--- src/gsu_pkg.sv ---
package gsu_pkg;

   // Message-level constants of the decoder
   localparam logic [7:0] OUTPUT_LIMIT  = 8'd160;
   localparam logic [6:0] ESC_CODE      = 7'h1B;
   localparam logic [6:0] EURO_EXT_CODE = 7'h65;
   localparam logic [7:0] UNMAPPED_BYTE = 8'h3F;

   // One input octet yields at most two whole septets plus one partial septet
   localparam int CHAR_SLOTS  = 3;
   localparam int QUEUE_DEPTH = 4;

   typedef struct packed {
      logic       ext;
      logic [6:0] code;
   } char_type;

   typedef struct packed {
      char_type [CHAR_SLOTS-1:0] chars;
      logic [1:0]                n_chars;
      logic                      close;
      logic [7:0]                length;
   } entry_type;

   // GSM default alphabet to Unicode code point
   localparam logic [10:0] BASE_TABLE [128] = '{
      11'h040, 11'h0A3, 11'h024, 11'h0A5, 11'h0E8, 11'h0E9, 11'h0F9, 11'h0EC,
      11'h0F2, 11'h0C7, 11'h00A, 11'h0D8, 11'h0F8, 11'h00D, 11'h0C5, 11'h0E5,
      11'h394, 11'h05F, 11'h3A6, 11'h393, 11'h39B, 11'h3A9, 11'h3A0, 11'h3A8,
      11'h3A3, 11'h398, 11'h39E, 11'h01B, 11'h0C6, 11'h0E6, 11'h0DF, 11'h0C9,
      11'h020, 11'h021, 11'h022, 11'h023, 11'h0A4, 11'h025, 11'h026, 11'h027,
      11'h028, 11'h029, 11'h02A, 11'h02B, 11'h02C, 11'h02D, 11'h02E, 11'h02F,
      11'h030, 11'h031, 11'h032, 11'h033, 11'h034, 11'h035, 11'h036, 11'h037,
      11'h038, 11'h039, 11'h03A, 11'h03B, 11'h03C, 11'h03D, 11'h03E, 11'h03F,
      11'h0A1, 11'h041, 11'h042, 11'h043, 11'h044, 11'h045, 11'h046, 11'h047,
      11'h048, 11'h049, 11'h04A, 11'h04B, 11'h04C, 11'h04D, 11'h04E, 11'h04F,
      11'h050, 11'h051, 11'h052, 11'h053, 11'h054, 11'h055, 11'h056, 11'h057,
      11'h058, 11'h059, 11'h05A, 11'h0C4, 11'h0D6, 11'h0D1, 11'h0DC, 11'h0A7,
      11'h0BF, 11'h061, 11'h062, 11'h063, 11'h064, 11'h065, 11'h066, 11'h067,
      11'h068, 11'h069, 11'h06A, 11'h06B, 11'h06C, 11'h06D, 11'h06E, 11'h06F,
      11'h070, 11'h071, 11'h072, 11'h073, 11'h074, 11'h075, 11'h076, 11'h077,
      11'h078, 11'h079, 11'h07A, 11'h0E4, 11'h0F6, 11'h0F1, 11'h0FC, 11'h0E0
   };

   // Extension table; codes without an entry give '?'
   function automatic logic [7:0] ext_byte(input logic [6:0] code);
      logic [7:0] b;
      begin
         unique case (code)
            7'h0A:   b = 8'h0C;
            7'h14:   b = 8'h5E;
            7'h28:   b = 8'h7B;
            7'h29:   b = 8'h7D;
            7'h2F:   b = 8'h5C;
            7'h3C:   b = 8'h5B;
            7'h3D:   b = 8'h7E;
            7'h3E:   b = 8'h5D;
            7'h40:   b = 8'h7C;
            default: b = UNMAPPED_BYTE;
         endcase
         return b;
      end
   endfunction

   // Number of UTF-8 bytes for one decoded character
   function automatic logic [1:0] char_len(input logic ext, input logic [6:0] code);
      logic [10:0] ucs;
      begin
         ucs = BASE_TABLE[code];
         if (ext) begin
            return (code == EURO_EXT_CODE) ? 2'd3 : 2'd1;
         end
         return (ucs[10:7] == 4'd0) ? 2'd1 : 2'd2;
      end
   endfunction

   // UTF-8 byte at position pos of one decoded character
   function automatic logic [7:0] char_byte(input logic ext, input logic [6:0] code,
                                            input logic [1:0] pos);
      logic [10:0] ucs;
      logic [7:0]  b;
      begin
         ucs = BASE_TABLE[code];
         if (ext) begin
            if (code == EURO_EXT_CODE) begin
               unique case (pos)
                  2'd0:    b = 8'hE2;
                  2'd1:    b = 8'h82;
                  default: b = 8'hAC;
               endcase
            end else begin
               b = ext_byte(code);
            end
         end else if (ucs[10:7] == 4'd0) begin
            b = ucs[7:0];
         end else if (pos == 2'd0) begin
            b = {3'b110, ucs[10:6]};
         end else begin
            b = {2'b10, ucs[5:0]};
         end
         return b;
      end
   endfunction

endpackage

--- src/gsm7_septet_unpack_to_utf8_core.sv ---
// GSM 7-bit septet unpacker with UTF-8 output. Feed packed SMS user-data
// octets one per transaction, least significant bit first; first_of_message
// on the opening octet clears the decoder and loads septet_total. Each octet
// is cut into septets and every character comes out as one to three UTF-8
// bytes on the rsp_ channel, one byte per transaction; an octet with
// last_of_message adds a closing transaction with message_end and the byte
// count in text_length. run_last marks the final transaction caused by each
// input octet; octets that decode to nothing (escape, past the end, after
// the limit) cause no transaction. Rate: the front end takes one octet per
// cycle while its four-entry queue has room, and the back end emits one
// UTF-8 byte per cycle while the queue holds an entry and rsp_stall does not
// hold the output; an octet makes zero to six output transactions, typically
// one or two, with the output byte serializer setting the sustained rate.
// rsp_stall holds the output register and, once the queue fills, stalls the input.
module gsm7_septet_unpack_to_utf8_core (
   input  logic       clock,
   input  logic       reset,
   input  logic       req_valid,
   output logic       req_stall,
   input  logic [7:0] req_data_byte,
   input  logic       req_first_of_message,
   input  logic       req_last_of_message,
   input  logic [8:0] req_septet_total,
   output logic       rsp_valid,
   input  logic       rsp_stall,
   output logic [7:0] rsp_text_byte,
   output logic       rsp_byte_valid,
   output logic       rsp_message_end,
   output logic [7:0] rsp_text_length,
   output logic       rsp_run_last
);

   logic               q_push;
   gsu_pkg::entry_type q_push_entry;
   logic               q_full;
   logic               q_pop;
   gsu_pkg::entry_type q_head;
   logic               q_empty;

   // Stall input only when the queue between front and back is full
   assign req_stall = q_full;

   // Front: unpack septets, apply limits and escape, track byte count
   gsu_front u_front (
      .clock            (clock),
      .reset            (reset),
      .req_valid        (req_valid),
      .accept_ok        (!q_full),
      .data_byte        (req_data_byte),
      .first_of_message (req_first_of_message),
      .last_of_message  (req_last_of_message),
      .septet_total     (req_septet_total),
      .push             (q_push),
      .push_entry       (q_push_entry)
   );

   // Decouple the two halves
   gsu_queue u_queue (
      .clock      (clock),
      .reset      (reset),
      .push       (q_push),
      .push_entry (q_push_entry),
      .full       (q_full),
      .pop        (q_pop),
      .head       (q_head),
      .empty      (q_empty)
   );

   // Back: expand characters to UTF-8 bytes and emit the closing transaction
   gsu_back u_back (
      .clock           (clock),
      .reset           (reset),
      .head            (q_head),
      .empty           (q_empty),
      .pop             (q_pop),
      .rsp_valid       (rsp_valid),
      .rsp_stall       (rsp_stall),
      .rsp_text_byte   (rsp_text_byte),
      .rsp_byte_valid  (rsp_byte_valid),
      .rsp_message_end (rsp_message_end),
      .rsp_text_length (rsp_text_length),
      .rsp_run_last    (rsp_run_last)
   );

endmodule

--- src/gsu_front.sv ---
module gsu_front (
   input  logic                clock,
   input  logic                reset,
   input  logic                req_valid,
   input  logic                accept_ok,
   input  logic [7:0]          data_byte,
   input  logic                first_of_message,
   input  logic                last_of_message,
   input  logic [8:0]          septet_total,
   output logic                push,
   output gsu_pkg::entry_type  push_entry
);

   logic [13:0] bit_buffer_ff, bit_buffer_in;
   logic [3:0]  bits_held_ff, bits_held_in;
   logic [8:0]  septet_index_ff, septet_index_in;
   logic [8:0]  septet_limit_ff, septet_limit_in;
   logic        escape_ff, escape_in;
   logic [7:0]  bytes_out_ff, bytes_out_in;
   logic        stopped_ff, stopped_in;

   gsu_pkg::char_type [gsu_pkg::CHAR_SLOTS-1:0] chars_v;
   logic [1:0]  n_v;
   logic        may_v;
   logic        step_v;
   logic [6:0]  val_v;
   logic [1:0]  len_v;
   logic [8:0]  sum_v;
   logic        accept;

   assign accept = req_valid && accept_ok;

   // Cut the octet into septets and classify them; track all message counters
   always_comb begin
      bit_buffer_in   = bit_buffer_ff;
      bits_held_in    = bits_held_ff;
      septet_index_in = septet_index_ff;
      septet_limit_in = septet_limit_ff;
      escape_in       = escape_ff;
      bytes_out_in    = bytes_out_ff;
      stopped_in      = stopped_ff;
      chars_v         = '0;
      n_v             = 2'd0;
      may_v           = 1'b0;
      step_v          = 1'b0;
      val_v           = 7'd0;
      len_v           = 2'd0;
      sum_v           = 9'd0;
      if (first_of_message) begin
         bit_buffer_in   = 14'd0;
         bits_held_in    = 4'd0;
         septet_index_in = 9'd0;
         septet_limit_in = septet_total;
         escape_in       = 1'b0;
         bytes_out_in    = 8'd0;
         stopped_in      = 1'b0;
      end
      if (!stopped_in) begin
         bit_buffer_in = bit_buffer_in | ({6'd0, data_byte} << bits_held_in[2:0]);
         bits_held_in  = bits_held_in + 4'd8;
      end
      for (int k = 0; k < gsu_pkg::CHAR_SLOTS; k++) begin
         may_v = escape_in ||
                 (septet_index_in < septet_limit_in && bytes_out_in < gsu_pkg::OUTPUT_LIMIT);
         if (k < gsu_pkg::CHAR_SLOTS - 1) begin
            step_v = !stopped_in && bits_held_in >= 4'd7;
            if (step_v && !may_v) begin
               stopped_in = 1'b1;
               step_v     = 1'b0;
            end
         end else begin
            // partial septet left at the final octet
            step_v = last_of_message && !stopped_in && bits_held_in != 4'd0 && may_v;
         end
         if (step_v) begin
            val_v = bit_buffer_in[6:0];
            if (k < gsu_pkg::CHAR_SLOTS - 1) begin
               bit_buffer_in = bit_buffer_in >> 7;
               bits_held_in  = bits_held_in - 4'd7;
            end
            if (septet_index_in != 9'h1FF) begin
               septet_index_in = septet_index_in + 9'd1;
            end
            if (escape_in || val_v != gsu_pkg::ESC_CODE) begin
               len_v            = gsu_pkg::char_len(escape_in, val_v);
               chars_v[n_v]     = '{ext: escape_in, code: val_v};
               n_v              = n_v + 2'd1;
               sum_v            = {1'b0, bytes_out_in} + {7'd0, len_v};
               bytes_out_in     = sum_v[8] ? 8'hFF : sum_v[7:0];
               escape_in        = 1'b0;
            end else begin
               escape_in = 1'b1;
            end
         end
      end
      if (last_of_message) begin
         bit_buffer_in = 14'd0;
         bits_held_in  = 4'd0;
         stopped_in    = 1'b1;
      end
   end

   always_ff @(posedge clock) begin
      if (reset) begin
         bit_buffer_ff   <= 14'd0;
         bits_held_ff    <= 4'd0;
         septet_index_ff <= 9'd0;
         septet_limit_ff <= 9'd0;
         escape_ff       <= 1'b0;
         bytes_out_ff    <= 8'd0;
         stopped_ff      <= 1'b0;
      end else if (accept) begin
         bit_buffer_ff   <= bit_buffer_in;
         bits_held_ff    <= bits_held_in;
         septet_index_ff <= septet_index_in;
         septet_limit_ff <= septet_limit_in;
         escape_ff       <= escape_in;
         bytes_out_ff    <= bytes_out_in;
         stopped_ff      <= stopped_in;
      end
   end

   // Drop transactions that produce nothing
   assign push               = accept && (n_v != 2'd0 || last_of_message);
   assign push_entry.chars   = chars_v;
   assign push_entry.n_chars = n_v;
   assign push_entry.close   = last_of_message;
   assign push_entry.length  = bytes_out_in;

endmodule

--- src/gsu_queue.sv ---
module gsu_queue (
   input  logic                clock,
   input  logic                reset,
   input  logic                push,
   input  gsu_pkg::entry_type  push_entry,
   output logic                full,
   input  logic                pop,
   output gsu_pkg::entry_type  head,
   output logic                empty
);

   localparam int AW = $clog2(gsu_pkg::QUEUE_DEPTH);

   gsu_pkg::entry_type mem_ff [gsu_pkg::QUEUE_DEPTH];
   logic [AW-1:0] wr_ptr_ff, wr_ptr_in;
   logic [AW-1:0] rd_ptr_ff, rd_ptr_in;
   logic [AW:0]   count_ff, count_in;

   assign full  = (count_ff == (AW + 1)'(gsu_pkg::QUEUE_DEPTH));
   assign empty = (count_ff == '0);
   assign head  = mem_ff[rd_ptr_ff];

   always_comb begin
      wr_ptr_in = push ? wr_ptr_ff + 1'b1 : wr_ptr_ff;
      rd_ptr_in = pop ? rd_ptr_ff + 1'b1 : rd_ptr_ff;
      count_in  = count_ff + (AW + 1)'(push) - (AW + 1)'(pop);
   end

   always_ff @(posedge clock) begin
      if (push) begin
         mem_ff[wr_ptr_ff] <= push_entry;
      end
   end

   always_ff @(posedge clock) begin
      if (reset) begin
         wr_ptr_ff <= '0;
         rd_ptr_ff <= '0;
         count_ff  <= '0;
      end else begin
         wr_ptr_ff <= wr_ptr_in;
         rd_ptr_ff <= rd_ptr_in;
         count_ff  <= count_in;
      end
   end

`ifndef SYNTHESIS
   assert property (@(posedge clock) disable iff (reset) full |-> !push || pop)
      else $error("queue push while full");
   assert property (@(posedge clock) disable iff (reset) empty |-> !pop)
      else $error("queue pop while empty");
`endif

endmodule

--- src/gsu_back.sv ---
module gsu_back (
   input  logic                clock,
   input  logic                reset,
   input  gsu_pkg::entry_type  head,
   input  logic                empty,
   output logic                pop,
   output logic                rsp_valid,
   input  logic                rsp_stall,
   output logic [7:0]          rsp_text_byte,
   output logic                rsp_byte_valid,
   output logic                rsp_message_end,
   output logic [7:0]          rsp_text_length,
   output logic                rsp_run_last
);

   logic [1:0] slot_ff, slot_in;
   logic [1:0] pos_ff, pos_in;
   logic       rsp_valid_ff, rsp_valid_in;
   logic [7:0] text_byte_ff, text_byte_in;
   logic       byte_valid_ff, byte_valid_in;
   logic       message_end_ff, message_end_in;
   logic [7:0] text_length_ff, text_length_in;
   logic       run_last_ff, run_last_in;

   gsu_pkg::char_type cur;
   logic [1:0] len;
   logic       in_close;
   logic       last_byte;
   logic       load_ok;
   logic       fire;

   always_comb begin
      unique case (slot_ff)
         2'd0:    cur = head.chars[0];
         2'd1:    cur = head.chars[1];
         default: cur = head.chars[2];
      endcase
      in_close  = (slot_ff == head.n_chars);
      len       = gsu_pkg::char_len(cur.ext, cur.code);
      last_byte = (pos_ff == len - 2'd1);
      load_ok   = !rsp_valid_ff || !rsp_stall;
      fire      = !empty && load_ok;
      pop       = fire && (in_close ||
                           (last_byte && slot_ff + 2'd1 == head.n_chars && !head.close));

      slot_in        = slot_ff;
      pos_in         = pos_ff;
      rsp_valid_in   = rsp_valid_ff && !load_ok;
      text_byte_in   = text_byte_ff;
      byte_valid_in  = byte_valid_ff;
      message_end_in = message_end_ff;
      text_length_in = text_length_ff;
      run_last_in    = run_last_ff;
      if (fire) begin
         rsp_valid_in = 1'b1;
         if (in_close) begin
            text_byte_in   = 8'd0;
            byte_valid_in  = 1'b0;
            message_end_in = 1'b1;
            text_length_in = head.length;
            run_last_in    = 1'b1;
         end else begin
            text_byte_in   = gsu_pkg::char_byte(cur.ext, cur.code, pos_ff);
            byte_valid_in  = 1'b1;
            message_end_in = 1'b0;
            text_length_in = 8'd0;
            run_last_in    = pop;
         end
         if (pop) begin
            slot_in = 2'd0;
            pos_in  = 2'd0;
         end else if (last_byte) begin
            slot_in = slot_ff + 2'd1;
            pos_in  = 2'd0;
         end else begin
            pos_in = pos_ff + 2'd1;
         end
      end
   end

   always_ff @(posedge clock) begin
      if (reset) begin
         slot_ff      <= 2'd0;
         pos_ff       <= 2'd0;
         rsp_valid_ff <= 1'b0;
      end else begin
         slot_ff      <= slot_in;
         pos_ff       <= pos_in;
         rsp_valid_ff <= rsp_valid_in;
      end
   end

   always_ff @(posedge clock) begin
      text_byte_ff   <= text_byte_in;
      byte_valid_ff  <= byte_valid_in;
      message_end_ff <= message_end_in;
      text_length_ff <= text_length_in;
      run_last_ff    <= run_last_in;
   end

   assign rsp_valid       = rsp_valid_ff;
   assign rsp_text_byte   = text_byte_ff;
   assign rsp_byte_valid  = byte_valid_ff;
   assign rsp_message_end = message_end_ff;
   assign rsp_text_length = text_length_ff;
   assign rsp_run_last    = run_last_ff;

`ifndef SYNTHESIS
   assert property (@(posedge clock) disable iff (reset)
                    rsp_valid_ff && message_end_ff |-> run_last_ff && !byte_valid_ff)
      else $error("closing result without run_last");
   assert property (@(posedge clock) disable iff (reset)
                    fire && !in_close |-> pos_ff < len)
      else $error("byte position past character length");
`endif

endmodule

--- config.mk ---
export PLATFORM = sky130hd
export DESIGN_NAME = gsm7_septet_unpack_to_utf8_core
export DESIGN_NICKNAME = d
export VERILOG_FILES = /design/src/gsu_pkg.sv /design/src/gsm7_septet_unpack_to_utf8_core.sv /design/src/gsu_front.sv /design/src/gsu_queue.sv /design/src/gsu_back.sv
export SDC_FILE = /design/constraint.sdc
export NUM_CORES = 1
export LEC_CHECK = 0
export BUFFER_PORTS_ARGS = -buffer_cell sky130_fd_sc_hd__buf_2
export CORE_MARGIN = 2
export CORE_UTILIZATION = 35
export CTS_BUF_LIST = sky130_fd_sc_hd__clkbuf_2
export CTS_CLUSTER_DIAMETER = 50
export CTS_CLUSTER_SIZE = 30
export DETAILED_ROUTE_END_ITERATION = 6
export SYNTH_ARGS = -nofsm -noshare
export SYNTH_HDL_FRONTEND = slang
export SYNTH_SLANG_ARGS = --single-unit
--- constraint.sdc ---
create_clock -name clock -period 11.3 [get_ports clock]
set_input_delay 0 -clock clock [delete_from_list [all_inputs] [get_ports clock]]
set_output_delay 0 -clock clock [all_outputs]
set_load 0.01 [all_outputs]
==> key figures, run 1 <==
Worst setup path
  – Required time of the critical path: 11.98 ns
  – Reg2Reg Setup Slack: 1.28 ns
  – CP max stage cell: dfxtp_1
  – Setup crit end kind: flop
  – Crit path DAT: 10.70 ns
  – Critical R2R Launch: u_front.bits_held_ff[0]$_SDFFE_PP0P_
  – Kind of start point of the critical path: flop
  – R2R cell count: 32
  – Most used cell, CP: a21o_1
  – Max incr delay on CP: ~0.84 ns
  – CP max FO: 25
  – Crit Path Class: reg -> reg
  – Reg-to-reg endpoint: u_queue.mem_ff[2][12]$_DFFE_PP_

Routing
  – DR vias/cell: 5.79
  – Drt pass-1 iters: 5
  – Total number of vias: 11849
  – ANT nets after route: 0
  – WL final: 39500 um
  – DRC viols: 0
  – DR iter-0 viols: 1028
  – Drt wl/cell: 19.3 um

Placement
  – Port Buf Inserts: 43
  – Placed instance area: 0.0151 mm^2
  – Setup WS pre-CTS: 1.44 ns
  – HPWL after DPL: 27800 um
  – Routability congestion estimate: 0.910

Flow run
  – Max cap viols: 0

Clocking
  – CTS Sinks: 219
  – CTS tree: done
  – Post-cts gate resize count: 0
  – Clk_lat worst skew: 1.06 ns
  – Setup Fix Bufs, Post-CTS: 0
  – Root buffer cell: clkbuf_2
  – H-tree Lvls: 1
  – CTS clk-pin slew, worst paths: between 0.2 and 0.25 ns
  – Inserted Clock Buffers: 26
  – Clk buf depth: 3

Synthesis
  – Syn Std Cell Area: 0.0144 mm^2
  – Syn_area_per_cell: 9.89 um^2
  – Syn nets: 1541
  – Synth warn: 0
  – Synth Instances: about 1500
  – Yosys cell types: 107
  – Dominant synthesized flop cell: edfxtp_1
  – EDFF count, synth: around 160
  – Number of synthesized register bits: 219
  – Async SR Flop Fraction: 0%
  – Sequential share of the synthesized area: 41.5%

Timing
  – Worst-margin pin slew: 0.973 ns
  – Fmax: around 100 MHz
  – Slew HR: between 30 and 40%
  – Post-Route Setup TNS: 0 ns
  – Final Hold Viols: 0
  – Final period util: 88.7%
  – Final setup vio count: 0
  – Unrepaired setup endpoints after global routing: false
  – Pins over their slew limit: 0
  – Final WS setup: around 1.3 ns
  – Worst Clk Skew: between 0.2 and 0.25 ns
  – Fin crit period: 10.02 ns

Global route
  – Vias in the first global route: approximately 11000
  – First-pass GRT wire length: roughly 63000 um
  – Initial antenna violation count: 1
  – Global route overflow: 0
  – Largest net degree at the start of global routing: 61
  – Total GRT Usage: 18.5%

Worst hold path
  – Hold-critical path depth: 7
  – Type of the worst min-delay path: in -> reg
  – Hold path start: req_data_byte[1]
  – WHS Endpoint: u_front.bit_buffer_ff[7]$_SDFFE_PP0P_

Floorplanning
  – Initial core utilization: 35.3%
  – Die area: between 0.04 and 0.05 mm^2
  – Die Wd: 207 um
  – Rows: 74
  – Core ar.: between 0.04 and 0.05 mm^2
  – I/O Pins: 44
  – DIE HEIGHT: 207 um

Final layout
  – Layout area overhead: 10.1%
  – Final Instance Area: approximately 0.016 mm^2
  – Fillers: 4046
  – Fraction of layout cells with a size suffix above 1: 13.5%
  – Final net count: 1580
  – Most common cell after layout, fill and taps aside: edfxtp_1
  – Commonest cells after routing, fill and taps aside: edfxtp_1 (159), nor2_1 (153), nand2_1 (135)

Pwr
  – P per Cell Area: approximately 240 mW/mm^2
  – Pwr Total: 3800 uW
  – Max VDD drop: 0.145 mV
  – P_leak: slightly below 0.006 uW

Status
  – Status: completed
[cells in the mapped netlist (all sizes together) (25+ instances only)]
cell / n / share of area [%]
nor2: 156 / 4.2
inv: 47 / 1.2
a211oi: 25 / 1.3
clkbuf: 49 / 1.3
mux4: 37 / 5.8
ha: 58 / 5.0
edfxtp: 159 / 33
o21ai: 64 / 2.3
and3: 28 / 1.2
a21oi: 83 / 2.9
nand2: 137 / 3.6
buf: 38 / 1.5
nand3: 52 / 1.8
mux2i: 47 / 3.3
a22oi: 25 / 1.3
nor3: 38 / 1.3
dfxtp: 60 / 8.3
[worst max path at each step]
| stage | endpoint | slack, ns | from | depth (start not counted) |
|---|---|---|---|---|
| after floorplan | u_queue.mem_ff[0][22]$_DFFE_PP_ | 1.88 | req_first_of_message | 44 |
| after global placement | u_queue.mem_ff[0][18]$_DFFE_PP_ | 1.64 | u_front.bits_held_ff[0]$_SDFFE_PP0P_ | 32 |
| after detailed placement | u_queue.mem_ff[0][12]$_DFFE_PP_ | 1.44 | u_front.bits_held_ff[0]$_SDFFE_PP0P_ | 32 |
| after CTS | u_queue.mem_ff[3][12]$_DFFE_PP_ | 1.41 | u_front.bits_held_ff[0]$_SDFFE_PP0P_ | 32 |
| after global routing | u_queue.mem_ff[2][12]$_DFFE_PP_ | 0.57 | u_front.bits_held_ff[0]$_SDFFE_PP0P_ | 35 |
| final | u_queue.mem_ff[2][12]$_DFFE_PP_ | 1.28 | u_front.bits_held_ff[0]$_SDFFE_PP0P_ | 32 |
[logic make-up (layout without fill, tap and decap cells)]
group	after synthesis	in the layout	synth area share, %
and+or+nand+nor	542	542	18.7
AOI/OAI and AO/OA	366	366	17.8
DFF	219	219	41.5
buffers and inverters	136	195	4.08
muxes	100	100	10.4
adders and majority gates	62	62	5.60
xor gates and xnor gates	31	31	1.89
other	0	1	0
[where the power goes]
group	switching (uW)	internal [uW]	total, uW	leakage [uW]
sequential	64.5	1100	1170	0.00200
combinational	1330	745	2080	0.00358
clock	381	176	556	0.000263
[worst max-delay path, delay by kind of cell, from the launching register on]
family          cells  cell delay (ns)
compound gates     18             5.23
simple gates       10             2.39
fa+ha+maj           2             0.84
flops               1             0.84
mux                 1             0.42
buf+inv             1             0.08
[through the flow]
step / std cells / utilization, % / hold WS [ns]
finish: 2048 / 38.9 / 0.114
global route: 2048 / 38.9 / 0.0789
CTS: 2047 / 38.9 / 0.0267
detailed placement: 1967 / 37.0 / 0.276
global placement: 1967 / 37.0 / 0.261
floorplan: 1456 / - / 0.0989
[layout make-up]
type	instances	area [um^2]	share of cell area, %
Multi-Input combinational cell	1101	7860	49.5
Sequential cell	219	5980	37.7
Timing Repair Buffer	98	708	4.47
Tap cell	532	666	4.20
Clock inverter	22	335	2.11
Inverter	49	184	1.16
Clock buffer	26	130	0.820
Antenna cell	1	2.50	0.0158
[routing by layer]
layer / track usage (%) / part of all wire [%] / vias up
met5: 0 / 0 / -
met4: 4.28 / 2.3 / 0
met3: 2.48 / 5.8 / 78
met2: 30.2 / 46 / 392
met1: 26.0 / 46 / 5755
li1: - / - / 5624
[registers in the layout, summed over array words and instances, names as in the netlist, named ones only]
name / flops
u_back.rsp_byte_valid: 1
u_front.stopped_ff: 1
u_front.bits_held_ff: 4
u_back.pos_ff: 2
u_front.septet_index_ff: 9
u_queue.count_ff: 3
u_queue.rd_ptr_ff: 2
u_queue.wr_ptr_ff: 2
u_back.rsp_run_last: 1
u_front.bytes_out_ff: 8
u_back.rsp_message_end: 1
u_back.rsp_text_length: 8
u_front.septet_limit_ff: 9
u_back.slot_ff: 2
u_front.bit_buffer_ff: 14
u_front.escape_ff: 1
u_back.rsp_text_byte: 8
u_queue.mem_ff: 140
[timing repair]
item                                    4_1_cts  5_1_grt
hold buffers                                 32        0
endpoints found under the setup margin        0        0
endpoints found under the hold margin       119        0
(Power assumes the default switching activity.)
==> inputs of run 2 (changes only) <==
- GPL_TIMING_DRIVEN: default -> 0
==> run 2 against run 1 <==
Via count increased by 3.8%. Setup slack got worse by 0.30 ns. Non-clock buffer count increased by 67. Design area increased by 1.7%. Sequential share of layout area decreased by 0.63 points. Clock skew decreased by 0.13 ns. Critical endpoint is now u_queue.mem_ff[0][3]$_DFFE_PP_. Largest cell class unchanged.
==> key figures, run 2 (synthesis results as in run 1) <==
Routing
  – DR vias/cell: 5.81
  – Drt wl/cell: 20.4 um
  – DRC viols: 0
  – WL final: 43100 um
  – ANT nets after route: 0
  – DR iter-0 viols: 1079
  – Drt pass-1 iters: 5
  – Total number of vias: 12297

Global route
  – Total GRT Usage: 20.2%
  – Global route overflow: 0
  – Vias in the first global route: approximately 12000
  – First-pass GRT wire length: 67400 um
  – Initial antenna violation count: 4
  – Largest net degree at the start of global routing: 28

Final layout
  – Largest Register: u_queue.mem_ff
  – Flip-flop count of the largest register after layout: 140
  – Fillers: around 4100
  – Fraction of layout cells with a size suffix above 1: 13.5%
  – Layout area overhead: 12.0%
  – Final net count: 1647
  – Commonest cells after routing, fill and taps aside: edfxtp_1 (159), nor2_1 (153), nand2_1 (135)
  – Top Registers: u_queue.mem_ff x140, u_front.bit_buffer_ff x14
  – Most common cell after layout, fill and taps aside: edfxtp_1

Clocking
  – Setup Fix Bufs, Post-CTS: 0
  – CTS clk-pin slew, worst paths: around 0.3 ns
  – H-tree Lvls: 1
  – Clk_lat worst skew: 0.99 ns
  – Clk buf depth: 3
  – Root buffer cell: clkbuf_2
  – Inserted Clock Buffers: 26
  – CTS tree: done
  – CTS Sinks: 219

Worst setup path
  – CP max stage cell: mux2i_1
  – Crit Path Class: in -> reg
  – Kind of start point of the critical path: primary input
  – Max incr delay on CP: around 0.56 ns
  – Required time of the critical path: 12.05 ns
  – CP max FO: 28
  – Setup crit end kind: flop
  – Crit path DAT: 11.07 ns

Timing
  – Final period util: 91.4%
  – Final Hold Viols: 0
  – Final setup vio count: 0
  – Fin crit period: 10.32 ns
  – Slew HR: between 10% and 20%
  – Pins over their slew limit: 0
  – Worst Clk Skew: around 0.08 ns
  – Worst-margin pin slew: 1.27 ns
  – Unrepaired setup endpoints after global routing: false
  – Hold slack: 0.0762 ns
  – Fmax: 96.9 MHz

Pwr
  – Max VDD drop: 0.0856 mV
  – Pwr Total: 3860 uW
  – P_leak: 0.00596 uW
  – P per Cell Area: 239 mW/mm^2

Floorplanning
  – Core ar.: 0.0407 mm^2
  – Rows: 74
  – Die area: 0.0428 mm^2
  – I/O Pins: 44
  – Initial core utilization: 35.3%
  – Die Wd: 207 um
  – DIE HEIGHT: 207 um

Worst hold path
  – Type of the worst min-delay path: in -> reg

Placement
  – Routability congestion estimate: 0.906
  – Port Buf Inserts: 42
  – HPWL after DPL: 31800 um

Status
  – Status: completed

Flow run
  – Max cap viols: 0
-- run 2: changes by cell type in the layout (fill, tap and decap cells not counted), sizes merged --
cell	change
buf	+14
inv	-7
dlygate4sd3	+3
bufinv	+1
clkinv	+6
clkbuf	+50
diode	+2
-- run 2: critical path, delay by kind of cell --
kind	cells	cell delay [ns]
AO/OA/AOI/OAI	16	3.99
XOR/XNOR	1	0.23
buffers and inverters	13	4.06
multiplexers	2	0.96
adder cells (fa/ha/maj)	3	0.73
AND/OR/NAND/NOR	7	1.04
-- run 2: per-layer routing --
layer,GRT usage (%),vias to the layer above,share of wire (%)
li1,-,5764,-
met1,28.5,5958,45
met2,31.8,483,45
met3,3.67,90,7.1
met4,5.52,2,2.8
met5,0,-,0.037
-- run 2: layout make-up --
class	instances	area, um^2	area share [%]
Multi-Input combinational cell	1101	7860	48.7
Sequential cell	219	5980	37.1
Tap cell	532	666	4.13
Timing Repair Buffer	81	641	3.97
Buffer	84	395	2.45
Clock inverter	22	268	1.66
Inverter	49	184	1.14
Clock buffer	26	130	0.807
Antenna cell	3	7.51	0.0465
-- run 2: power by group --
part	switching, uW	internal (uW)
Sequential	56.3	1100
Clock	336	167
Combinational	1430	775
Total	1820	2040
-- run 2: stage by stage --
stage               instance area, um^2  utilization, %  setup TNS (ns)  setup WS [ns]  instances
floorplan                         14400               -               0           1.88       1456
global placement                  15300            37.5         -328.26          -2.09       2030
detailed placement                15400            37.7         -263.71          -2.08       2034
CTS                               16100            39.6               0          0.145       2116
global route                      16100            39.6               0          0.240       2116
finish                            16100            39.6               0          0.976       2117
-- run 2: final timing paths --
kind	cells after the start	slack, ns	startpoint	endpoint
setup / recovery	42	0.98	req_first_of_message	u_queue.mem_ff[0][3]$_DFFE_PP_
hold / removal	4	0.08	req_data_byte[0]	u_queue.mem_ff[0][11]$_DFFE_PP_
setup reg to reg	41	0.99	u_front.bits_held_ff[0]$_SDFFE_PP0P_	u_queue.mem_ff[0][3]$_DFFE_PP_
hold reg to reg	2	0.48	u_back.pos_ff[1]$_SDFFE_PP0P_	u_back.pos_ff[1]$_SDFFE_PP0P_
-- run 2: timing repair --
| action | CTS | global route |
|---|---|---|
| gates resized for setup | 2 | 3 |
| setup endpoints to repair | 146 | 146 |
| hold endpoints to repair | 80 | 0 |
| hold buffers | 35 | 0 |
==> inputs of run 3 (changes only) <==
- MAX_ROUTING_LAYER: default -> met4
==> run 3 against run 2 <==
Count of clock-buffer cells in the layout stayed put. First-iteration DRC count is 12% lower. Global-route usage is 0.76 points higher. Setup slack worse by 0.20 ns. Design area is 0.45% lower. Largest cell class unchanged. Register-to-register slack worse by 0.22 ns. Critical path depth is 1 lower. Flip-flop and latch count stayed put. Sequential share of layout area is 0.17 points higher. Hold slack better by 0.042 ns. Via count is 0.89% lower.
==> key figures, run 3 (synthesis results as in run 1) <==
Status
  – Status: completed

Timing
  – Final Hold Viols: 0
  – Worst-margin pin slew: about 1.2 ns
  – Fin crit period: 10.53 ns
  – Pins over their slew limit: 0
  – Worst Clk Skew: 0.145 ns
  – Hold slack: 0.119 ns
  – Final WS setup: 0.774 ns
  – Fmax: 95.0 MHz
  – Unrepaired setup endpoints after global routing: false
  – Final period util: 93.2%
  – Post-Route Setup TNS: 0 ns
  – Slew HR: 17.8%
  – Final setup vio count: 0

Floorplanning
  – Core ar.: 0.0407 mm^2
  – Initial core utilization: a little over a third
  – Rows: 74
  – Die Wd: 207 um
  – I/O Pins: 44
  – DIE HEIGHT: about 210 um
  – Die area: 0.0428 mm^2

Flow run
  – Max cap viols: 0

Clocking
  – CTS clk-pin slew, worst paths: 0.33 ns
  – CTS tree: done
  – CTS Sinks: between 200 and 250
  – H-tree Lvls: 1
  – Root buffer cell: clkbuf_2
  – Clk buf depth: 3
  – Clk_lat worst skew: 1.01 ns
  – Inserted Clock Buffers: 25

Worst setup path
  – Crit Path Class: reg -> reg
  – CP max stage cell: o311ai_2
  – Crit path DAT: approximately 11 ns
  – CP max FO: 10
  – Kind of start point of the critical path: flop
  – Setup crit end kind: flop
  – Max incr delay on CP: 0.61 ns
  – Most used cell, CP: a21o_1
  – Required time of the critical path: 12.06 ns

Final layout
  – Commonest cells after routing, fill and taps aside: edfxtp_1 (159), nor2_1 (153), nand2_1 (135)
  – Final Instance Area: 0.0161 mm^2
  – Fillers: slightly above 4000
  – Fraction of layout cells with a size suffix above 1: 13.5%
  – Final net count: 1639
  – Top Registers: u_queue.mem_ff x140, u_front.bit_buffer_ff x14
  – Final core occ: 39.4%
  – Layout area overhead: 11.5%
  – Most common cell after layout, fill and taps aside: edfxtp_1
  – Largest Register: u_queue.mem_ff
  – Flip-flop count of the largest register after layout: 140

Routing
  – DR vias/cell: 5.78
  – WL final: 43000 um
  – Total number of vias: between 10000 and 15000
  – ANT nets after route: 0
  – DRC viols: 0
  – DR iter-0 viols: 954
  – Drt pass-1 iters: 5
  – Drt wl/cell: 20.4 um

Placement
  – Port Buf Inserts: between 40 and 50
  – Placed instance area: 0.0154 mm^2
  – Routability congestion estimate: 0.940
  – Setup WS pre-CTS: -2.11 ns
  – HPWL after DPL: 32200 um

Pwr
  – P_leak: between 0.005 and 0.006 uW
  – Clk pwr share: 13.1%
  – Max VDD drop: approximately 0.099 mV
  – Net Sw Power: between 1500 and 2000 uW
  – Sw frac: 47.3%
  – Internal power: 2020 uW
  – Seq pwr share: 30.1%
  – P per Cell Area: 239 mW/mm^2
  – Combinational share of power: 56.8%

Global route
  – Total GRT Usage: 20.9%
  – Vias in the first global route: 11678
  – Initial antenna violation count: 2
  – Largest net degree at the start of global routing: 33
  – Global route overflow: 0
  – First-pass GRT wire length: 67300 um

Worst hold path
  – Type of the worst min-delay path: in -> reg
## run 3: layout make-up
type,count,area (um^2),share of cell area [%]
timing repair buffer,74,571,3.55
multi-input combinational,1101,7850,48.9
tap,532,666,4.15
antenna,3,7.51,0.0468
clock inverter,20,273,1.70
buffer,84,402,2.50
inverter,49,184,1.15
clock buffer,26,130,0.810
sequential,219,5980,37.2
## run 3: per-stage QoR
stage / std cells / power, uW
2_1_floorplan: 1456 / 2680
3_3_place_gp: 2030 / 3310
3_5_place_dp: 2034 / 3320
4_1_cts: 2107 / 3840
5_1_grt: 2108 / 4140
6_report: 2108 / 3840
## run 3: power by group through the flow
stage / logic, uW / clock network [uW] / registers, uW
global placement: 2130 / 0 / 1170
detailed placement: 2140 / 0 / 1180
global route: 2410 / 557 / 1170
CTS: 2160 / 522 / 1160
finish: 2180 / 502 / 1160
floorplan: 1500 / 0 / 1180
## run 3: final timing paths
kind,start,to,slack (ns),cells past startpoint
worst max-delay path,u_front.bits_held_ff[0]$_SDFFE_PP0P_,u_queue.mem_ff[0][3]$_DFFE_PP_,0.77,41
worst min-delay path,reset,u_back.slot_ff[1]$_SDFFE_PP0P_,0.12,4
worst max register to register,u_front.bits_held_ff[0]$_SDFFE_PP0P_,u_queue.mem_ff[0][3]$_DFFE_PP_,0.77,41
worst min register to register,u_back.pos_ff[1]$_SDFFE_PP0P_,u_back.pos_ff[1]$_SDFFE_PP0P_,0.48,2
## run 3: layer usage
metal	vias up	wire length (um)	GRT usage, %
met2	470	19500	32.4
met5	-	0	-
met4	0	1170	5.67
li1	5748	-	-
met3	81	2810	2.90
met1	5889	19500	28.7
## run 3: timing repair
item,in CTS,in global routing
setup buffers,0,0
gates resized for setup,3,3
endpoints found under the hold margin,92,0
hold buffers,28,0
setup endpoints to repair,146,146
## run 3: worst max-delay path, delay by kind of cell, from the launching register on
| family | cells | cell delay, ns |
|---|---|---|
| AOI/OAI and AO/OA | 18 | 4.38 |
| buffers and inverters | 12 | 3.53 |
| and+or+nand+nor | 6 | 0.88 |
| adders and majority gates | 3 | 0.71 |
| DFF | 1 | 0.37 |
| muxes | 1 | 0.34 |
| xor gates and xnor gates | 1 | 0.16 |
